`src/rtl/qdc_pkg.sv`:
```
// shared constants for the dual quadrature counter odometer
`timescale 1ns / 1ps

package qdc_pkg;

    // default width of the position counters
    localparam int COUNT_BITS_DEFAULT = 32;

    // field widths of the result word
    localparam int OUT_COUNT_BITS = 32;
    localparam int DIST_BITS      = 56;
    localparam int DPP_BITS       = 24;

    // split point of the distance multiply
    localparam int MUL_SPLIT = 24;

    // stream word widths
    localparam int S_DATA_BITS = 8;
    localparam int M_DATA_BITS = 2 * OUT_COUNT_BITS + DIST_BITS;

    // configuration port
    localparam int APB_ADDR_BITS = 3;
    localparam int APB_DATA_BITS = 32;

    // register indexes
    localparam logic REG_EDGE_MODE = 1'b0;
    localparam logic REG_DIST_PER_PULSE = 1'b1;

    // edge mode codes
    localparam logic [1:0] EDGE_RISING  = 2'd0;
    localparam logic [1:0] EDGE_FALLING = 2'd1;
    localparam logic [1:0] EDGE_BOTH    = 2'd2;

    // register reset values
    localparam logic [1:0]          EDGE_MODE_RESET = EDGE_RISING;
    localparam logic [DPP_BITS-1:0] DPP_RESET       = 24'd380097;

    // input command codes
    localparam logic CMD_SAMPLE  = 1'b0;
    localparam logic CMD_CLEAR_A = 1'b1;

endpackage

```
`src/rtl/qdc_channel.sv`:
```
// next count of one quadrature encoder channel from previous and current levels
`timescale 1ns / 1ps

module qdc_channel #(
    parameter int COUNT_BITS = qdc_pkg::COUNT_BITS_DEFAULT
) (
    input  logic [1:0]            edge_mode,
    input  logic [1:0]            prev_levels,  // bit 0 phase a, bit 1 phase b
    input  logic [1:0]            cur_levels,   // bit 0 phase a, bit 1 phase b
    input  logic [COUNT_BITS-1:0] count,
    output logic [COUNT_BITS-1:0] count_next
);
    import qdc_pkg::*;

    logic edge_a;
    logic edge_b;

    // edge detection per selected polarity, modes two and three count both
    always_comb
    begin
        case (edge_mode)
            EDGE_RISING:
            begin
                edge_a = !prev_levels[0] && cur_levels[0];
                edge_b = !prev_levels[1] && cur_levels[1];
            end
            EDGE_FALLING:
            begin
                edge_a = prev_levels[0] && !cur_levels[0];
                edge_b = prev_levels[1] && !cur_levels[1];
            end
            default:
            begin
                edge_a = prev_levels[0] ^ cur_levels[0];
                edge_b = prev_levels[1] ^ cur_levels[1];
            end
        endcase
    end

    // a edge wins over b edge; direction from the other phase level
    always_comb
    begin
        if (edge_a)
        begin
            count_next = cur_levels[1] ? count + COUNT_BITS'(1) : count - COUNT_BITS'(1);
        end
        else if (edge_b)
        begin
            count_next = cur_levels[0] ? count - COUNT_BITS'(1) : count + COUNT_BITS'(1);
        end
        else
        begin
            count_next = count;
        end
    end

endmodule

```
`src/rtl/dual_quadrature_counter_odometer_core.sv`:
```
// top level of the dual quadrature counter odometer
`timescale 1ns / 1ps

// Dual quadrature encoder counter with a distance output for encoder one.
// Input stream: one word per pin sample. tuser carries the command (sample
// pins or clear encoder one's count); tdata carries the four phase levels.
// Output stream: one word per input word with both counts and encoder one's
// distance in centimeters (signed Q40.16), count times the per-pulse scale.
// Configuration: APB registers edge_mode at 0x0 and the per-pulse scale at 0x4;
// the user must write them only while the stream is idle, unchecked by the block.
// Pipeline: input register, count stage, partial product stage, result register.
// Throughput: one word per cycle while the receiver is ready; the counter
// update is a single increment or decrement and the 56-bit distance product
// is split into 24x24 and 32x24 partial products registered before the final add.
// Reset clears both counters, the previous levels, the pipeline valid flags
// and loads the register defaults. When the receiver stalls, each stage
// holds its word and input is still taken until all four stages are full.
module dual_quadrature_counter_odometer_core #(
    parameter int COUNT_BITS = qdc_pkg::COUNT_BITS_DEFAULT
) (
    input  logic                               clk,
    input  logic                               rst_n,
    // input stream
    input  logic                               s_axis_tvalid,
    output logic                               s_axis_tready,
    // tdata: first_phase_a, first_phase_b, second_phase_a, second_phase_b, zero pad
    input  logic [qdc_pkg::S_DATA_BITS-1:0]    s_axis_tdata,
    // tuser: command
    input  logic                               s_axis_tuser,
    // output stream
    output logic                               m_axis_tvalid,
    input  logic                               m_axis_tready,
    // tdata: first_count [31:0], second_count [63:32], first_distance [119:64]
    output logic [qdc_pkg::M_DATA_BITS-1:0]    m_axis_tdata,
    // configuration port
    input  logic                               psel,
    input  logic                               penable,
    input  logic                               pwrite,
    input  logic [qdc_pkg::APB_ADDR_BITS-1:0]  paddr,
    input  logic [qdc_pkg::APB_DATA_BITS-1:0]  pwdata,
    output logic [qdc_pkg::APB_DATA_BITS-1:0]  prdata,
    output logic                               pready
);
    import qdc_pkg::*;

    localparam int HI_BITS = DIST_BITS - MUL_SPLIT;
    localparam int LO_BITS = 2 * MUL_SPLIT;

    // configuration registers
    logic [1:0]          edge_mode_reg;
    logic [DPP_BITS-1:0] dpp_reg;

    // stage one: input register
    logic       in_valid_reg;
    logic       in_cmd_reg;
    logic [3:0] in_levels_reg;

    // counter state
    logic [3:0]            prev_levels_reg;
    logic [COUNT_BITS-1:0] first_counter_reg;
    logic [COUNT_BITS-1:0] second_counter_reg;
    logic [COUNT_BITS-1:0] first_step;
    logic [COUNT_BITS-1:0] second_step;
    logic [COUNT_BITS-1:0] first_counter_next;
    logic [COUNT_BITS-1:0] second_counter_next;
    logic [3:0]            prev_levels_next;
    logic [DIST_BITS-1:0]  first_ext;
    logic [DIST_BITS-1:0]  second_ext;

    // stage two: counts
    logic                      cnt_valid_reg;
    logic [OUT_COUNT_BITS-1:0] cnt_first_reg;
    logic [OUT_COUNT_BITS-1:0] cnt_second_reg;
    logic [DIST_BITS-1:0]      cnt_ext_reg;

    // stage three: partial products
    logic                         pp_valid_reg;
    logic [OUT_COUNT_BITS-1:0]    pp_first_reg;
    logic [OUT_COUNT_BITS-1:0]    pp_second_reg;
    logic [LO_BITS-1:0]           pp_lo_reg;
    logic [HI_BITS-1:0]           pp_hi_reg;
    logic [LO_BITS-1:0]           pp_lo_next;
    logic [HI_BITS-1:0]           pp_hi_next;

    // stage four: result register
    logic                      out_valid_reg;
    logic [OUT_COUNT_BITS-1:0] out_first_reg;
    logic [OUT_COUNT_BITS-1:0] out_second_reg;
    logic [DIST_BITS-1:0]      out_dist_reg;
    logic [DIST_BITS-1:0]      dist_next;

    // stage load enables
    logic in_load;
    logic cnt_load;
    logic pp_load;
    logic out_load;

    assign out_load      = pp_valid_reg && (!out_valid_reg || m_axis_tready);
    assign pp_load       = cnt_valid_reg && (!pp_valid_reg || out_load);
    assign cnt_load      = in_valid_reg && (!cnt_valid_reg || pp_load);
    assign s_axis_tready = !in_valid_reg || cnt_load;
    assign in_load       = s_axis_tvalid && s_axis_tready;

    // configuration write and read
    assign pready = 1'b1;

    always_ff @(posedge clk or negedge rst_n)
    begin
        if (!rst_n)
        begin
            edge_mode_reg <= EDGE_MODE_RESET;
            dpp_reg       <= DPP_RESET;
        end
        else if (psel && penable && pwrite)
        begin
            case (paddr[2])
                REG_EDGE_MODE:      edge_mode_reg <= pwdata[1:0];
                REG_DIST_PER_PULSE: dpp_reg       <= pwdata[DPP_BITS-1:0];
                default:            ;
            endcase
        end
    end

    always_comb
    begin
        case (paddr[2])
            REG_EDGE_MODE:      prdata = {{(APB_DATA_BITS-2){1'b0}}, edge_mode_reg};
            REG_DIST_PER_PULSE: prdata = {{(APB_DATA_BITS-DPP_BITS){1'b0}}, dpp_reg};
            default:            prdata = '0;
        endcase
    end

    // per-channel step logic
    qdc_channel #(
        .COUNT_BITS (COUNT_BITS)
    ) u_first (
        .edge_mode   (edge_mode_reg),
        .prev_levels (prev_levels_reg[1:0]),
        .cur_levels  (in_levels_reg[1:0]),
        .count       (first_counter_reg),
        .count_next  (first_step)
    );

    qdc_channel #(
        .COUNT_BITS (COUNT_BITS)
    ) u_second (
        .edge_mode   (edge_mode_reg),
        .prev_levels (prev_levels_reg[3:2]),
        .cur_levels  (in_levels_reg[3:2]),
        .count       (second_counter_reg),
        .count_next  (second_step)
    );

    // clear zeroes encoder one only and takes no sample
    always_comb
    begin
        case (in_cmd_reg)
            CMD_CLEAR_A:
            begin
                first_counter_next  = '0;
                second_counter_next = second_counter_reg;
                prev_levels_next    = prev_levels_reg;
            end
            default:
            begin
                first_counter_next  = first_step;
                second_counter_next = second_step;
                prev_levels_next    = in_levels_reg;
            end
        endcase
    end

    // sign extension of the new counts
    assign first_ext  = {{(DIST_BITS-COUNT_BITS){first_counter_next[COUNT_BITS-1]}},
                         first_counter_next};
    assign second_ext = {{(DIST_BITS-COUNT_BITS){second_counter_next[COUNT_BITS-1]}},
                         second_counter_next};

    // partial products of the distance, modulo 2^56
    assign pp_lo_next = LO_BITS'(cnt_ext_reg[MUL_SPLIT-1:0]) * LO_BITS'(dpp_reg);
    assign pp_hi_next = cnt_ext_reg[DIST_BITS-1:MUL_SPLIT] * HI_BITS'(dpp_reg);
    assign dist_next  = {pp_hi_reg, {MUL_SPLIT{1'b0}}}
                      + {{(DIST_BITS-LO_BITS){1'b0}}, pp_lo_reg};

    // valid flags and counter state
    always_ff @(posedge clk or negedge rst_n)
    begin
        if (!rst_n)
        begin
            in_valid_reg       <= 1'b0;
            cnt_valid_reg      <= 1'b0;
            pp_valid_reg       <= 1'b0;
            out_valid_reg      <= 1'b0;
            prev_levels_reg    <= '0;
            first_counter_reg  <= '0;
            second_counter_reg <= '0;
        end
        else
        begin
            if (s_axis_tready)
            begin
                in_valid_reg <= s_axis_tvalid;
            end
            if (!cnt_valid_reg || pp_load)
            begin
                cnt_valid_reg <= cnt_load;
            end
            if (!pp_valid_reg || out_load)
            begin
                pp_valid_reg <= pp_load;
            end
            if (!out_valid_reg || m_axis_tready)
            begin
                out_valid_reg <= out_load;
            end
            if (cnt_load)
            begin
                prev_levels_reg    <= prev_levels_next;
                first_counter_reg  <= first_counter_next;
                second_counter_reg <= second_counter_next;
            end
        end
    end

    // pipeline payload
    always_ff @(posedge clk)
    begin
        if (in_load)
        begin
            in_cmd_reg    <= s_axis_tuser;
            in_levels_reg <= s_axis_tdata[3:0];
        end
        if (cnt_load)
        begin
            cnt_first_reg  <= first_ext[OUT_COUNT_BITS-1:0];
            cnt_second_reg <= second_ext[OUT_COUNT_BITS-1:0];
            cnt_ext_reg    <= first_ext;
        end
        if (pp_load)
        begin
            pp_first_reg  <= cnt_first_reg;
            pp_second_reg <= cnt_second_reg;
            pp_lo_reg     <= pp_lo_next;
            pp_hi_reg     <= pp_hi_next;
        end
        if (out_load)
        begin
            out_first_reg  <= pp_first_reg;
            out_second_reg <= pp_second_reg;
            out_dist_reg   <= dist_next;
        end
    end

    // result word
    assign m_axis_tvalid = out_valid_reg;
    assign m_axis_tdata  = {out_dist_reg, out_second_reg, out_first_reg};

endmodule
```
`config.mk`:
```
export PLATFORM = sky130hd
export DESIGN_NAME = dual_quadrature_counter_odometer_core
export DESIGN_NICKNAME = d
export VERILOG_FILES = /design/src/rtl/qdc_pkg.sv /design/src/rtl/qdc_channel.sv /design/src/rtl/dual_quadrature_counter_odometer_core.sv
export SDC_FILE = /design/constraint.sdc
export NUM_CORES = 2
export LEC_CHECK = 0
export BUFFER_PORTS_ARGS = -buffer_cell sky130_fd_sc_hd__buf_2
export CAP_MARGIN = 25
export CORE_UTILIZATION = 41
export DETAILED_ROUTE_END_ITERATION = 7
export PLACE_DENSITY = 0.62
export SKIP_CTS_REPAIR_TIMING = 1
export SYNTH_ARGS = -nofsm -noshare
export SYNTH_HDL_FRONTEND = slang
export SYNTH_SLANG_ARGS = --single-unit
export TNS_END_PERCENT = 1
```
`constraint.sdc`:
```
create_clock -name clk -period 6.25 [get_ports clk]
set_input_delay 0.3125 -clock clk [delete_from_list [all_inputs] [get_ports clk]]
set_output_delay 0.3125 -clock clk [all_outputs]
set_load 0.005 [all_outputs]
```
==> results <==
- The share of the synthesized area in the top cell type is between 20% and 30%.
- The HPWL after detailed placement is slightly above 90000 um.
- Along the worst path, the maximum fanout reaches 12.
- The wire length of the first global-routing pass is 184000 um.
- The checks that failed: design-rule violations, negative setup slack.
- The area of the multi-input gates is approximately 28000 um2.
- The beginning of the critical path is cnt_ext_reg[9].
- The critical path in this run is classified as reg2reg.
- The H-tree depth is 2.
- The number of antenna violations at the first check in global routing came to 5.
- The data arrival time at the worst-slack endpoint is approximately 7.5 ns.
- In the synthesized netlist the dominant register cell turns out to be sky130_fd_sc_hd__edfxtp_1.
- Subtracting the final worst setup slack from the clock period gives between 7 and 8 ns.
- The pin count of the biggest net entering global routing is roughly 120.
- Once placement finished, the instance area stood at a little under 50000 um2.
- The count of endpoints failing hold in the final timing report is 0.
- The total clock buffers created by CTS is 52.
- The average vias per placed instance is 5.16.
- The clock reaches the later pin of the worst-skew pair after between 0.6 and 0.7 ns.
- The launch point of the worst reg-to-reg path is cnt_ext_reg[9].
- The pre-CTS worst setup slack is -1.23 ns.
- The final layout contains routed wiring with a total length of roughly 120000 um.
- The width of the die is approximately 330 um.
- The final non-filler cell area is 51300 um2.
- The flip-flop count of the largest register after layout is 56.
- The via total after detailed routing is between 30000 and 40000.
- Of the synthesized area, sequential elements account for between 20% and 30%.
- After synthesis the netlist holds a flip-flop and latch count of between 400 and 500.
- The fmax is ~0.14 GHz.
- The via count of the first global-routing pass is about 33000.
- Global routing consumed, over all layers together, a little over a fifth of the routing resources.
- The library cells used most frequently in the layout, excluding fill and tap cells, are sky130_fd_sc_hd__inv_1, sky130_fd_sc_hd__fa_1, sky130_fd_sc_hd__nand2_1.
- The clock transition at the registers of the reported paths is 0.08 ns.
- The post-route antenna net violation count is 0.
- On the worst path, the slowest cell contributes a delay of roughly 0.65 ns.
- Counting cells, the worst reg-to-reg path comes to 26.
- Registers take about 12000 um2.
- The filler cells instantiated in the layout total around 10000.
- Headroom to the max-slew limit came out at a little over a quarter.
- In the final design database the tool counted between 5000 and 6000 nets.
- Pin placement for this block handled slightly above 200 I/O pins.
- Clock tree synthesis selected as its root buffer the cell sky130_fd_sc_hd__clkbuf_16.
- The area growth from synthesis to layout is 16.8%.
- For this run, the share of the core covered by cells in the final layout is approximately half.
- The total number of placement rows is between 100 and 150.
- The mapped cell area is between 40000 and 50000 um2.
- The cell depth of the worst hold path is 4.
- The maximum count of clock buffers along a single path is 3.
- The area of the placeable core is approximately 110000 um2.
- The biggest area contributor in the post-synthesis netlist is sky130_fd_sc_hd__fa_1.
- The type of the most critical hold path is in2reg.
- In this run, the number of DRC markers left after iteration 0 of detailed routing was 2500.
- The total overflow left after global routing is 0.
- The max-capacitance violation count is 0.
- The worst setup skew after layout is between 0.05 and 0.06 ns.
- After synthesis, the mean cell area works out to approximately 10 um2.
- Yosys attributes the largest share of cell area to sky130_fd_sc_hd__fa_1, sky130_fd_sc_hd__edfxtp_1, sky130_fd_sc_hd__ha_1, sky130_fd_sc_hd__inv_1, sky130_fd_sc_hd__and2_1.
- The global placement routability congestion is 0.927.
- The hold path startpoint is m_axis_tready.
- For the pin with the worst max-slew slack, the measured transition is 1.07 ns.
- The cell that appears most often on the critical path is sky130_fd_sc_hd__fa_1.
- For this run, the detailed router's first-pass iteration total came to 7.
- In the synthesized netlist, the number of instances is between 4000 and 5000.
- Leaving out fill and tap cells, the most frequent cell in the layout is sky130_fd_sc_hd__inv_1.
- Of all flip-flops after synthesis, the portion carrying an async set or reset was around 23%.
- During synthesis, Yosys emitted a total of 0 warnings.
- In the final routed layout, each cell accounts on average for 18.8 um.
- Setup repair after global routing could not meet its margin everywhere.
- Yosys mapped the design onto between 90 and 100 distinct sky130hd cell types.
- The final worst hold slack is slightly below 0.03 ns.
- The worst setup path is launched from a flop.
- The total die area is between 100000 and 150000 um2.
- In this run the vertical extent of the chip is about 330 um.
- The number of enable flip-flop cells after synthesis is between 300 and 400.
- The final worst-path cycle share is 114%.
- TritonCTS built the clock tree.
- The detailed-route DRC error count is 30.
- The count of buffers from port buffering is around 180.
- The setup-violating endpoint count in the final report is 28.
- Once the floorplan was initialized, standard cells occupied between 40% and 50% of the core.
- The clock sink count is about 430.
- The max-slew violation count came to 0.
- The flow ran to the end, but the final reports show violations.
- The post-route netlist has 16.9% of its cells at a drive strength greater than 1.
- The worst setup path is captured at a flop.
- The critical path required time is approximately 6.6 ns.
- The slowest stage of the critical path is the sky130_fd_sc_hd__fa_2 cell.
- Setup slack on the critical path of the routed design comes to -0.865 ns.
==> worst paths after layout <==
kind	slack (ns)	end
worst max-delay path	-0.87	pp_lo_reg[42]
worst min-delay path	0.03	pp_valid_reg
worst max register to register	-0.87	pp_lo_reg[42]
worst min register to register	0.41	out_dist_reg[1]
max in group asynchronous	4.63	dpp_reg[12]
min in group asynchronous	0.28	second_counter_reg[9]
==> metal layers <==
metal  wire [um]  vias up  global-route usage [%]
li1            -    14429                       -
met4        2230        4                    4.45
met3        7020      138                    3.19
met2       55500      957                    36.5
met5          32        -                       0
met1       50800    16150                    29.8
==> kinds of logic (layout without fill, tap and decap cells) <==
group,Yosys count,after routing,synth area share [%]
xor+xnor,167,167,3.33
other cells,2,11,0.0171
buf+inv,970,1401,8.46
compound gates,421,421,6.38
fa+ha+maj,898,898,36.1
mux,57,57,1.47
flops,431,431,28.4
simple gates,1363,1363,15.8
==> synth_stat cells (76+ instances only) <==
library cell and n:
sky130_fd_sc_hd__a21oi_1 117, sky130_fd_sc_hd__and2_1 429, sky130_fd_sc_hd__clkbuf_1 201, sky130_fd_sc_hd__dfrtp_1 89, sky130_fd_sc_hd__edfxtp_1 333, sky130_fd_sc_hd__fa_1 616
sky130_fd_sc_hd__ha_1 282, sky130_fd_sc_hd__inv_1 741, sky130_fd_sc_hd__nand2_1 503, sky130_fd_sc_hd__nor2_1 144, sky130_fd_sc_hd__o21ai_0 76, sky130_fd_sc_hd__xnor2_1 96
==> critical path, delay by kind of cell (launching register included) <==
family	cells	cell delay, ns
and+or+nand+nor	4	0.47
AOI/OAI and AO/OA	5	1.19
adders and majority gates	8	3.81
xor gates and xnor gates	1	0.15
buffers and inverters	8	0.82
DFF	1	0.36
==> through the flow <==
stage	TNS, ns	instances
floorplan	-28.63	4316
global placement	-22.25	5992
detailed placement	-22.51	5993
CTS	-23.60	6091
global route	-22.34	6138
finish	-15.46	6140
==> final cells by class <==
type / instances / area share [%]
Clock inverter: 37 / 0.747
Clock buffer: 61 / 2.64
Multi-Input combinational cell: 2915 / 54.9
Timing Repair Buffer: 560 / 8.56
Inverter: 743 / 5.44
Antenna cell: 2 / 0.00976
Tap cell: 1391 / 3.39
Sequential cell: 431 / 24.3
Power is left out: the tool's default activity adds up to more than one toggle a clock period on the data nets, which glitch-free logic cannot reach.
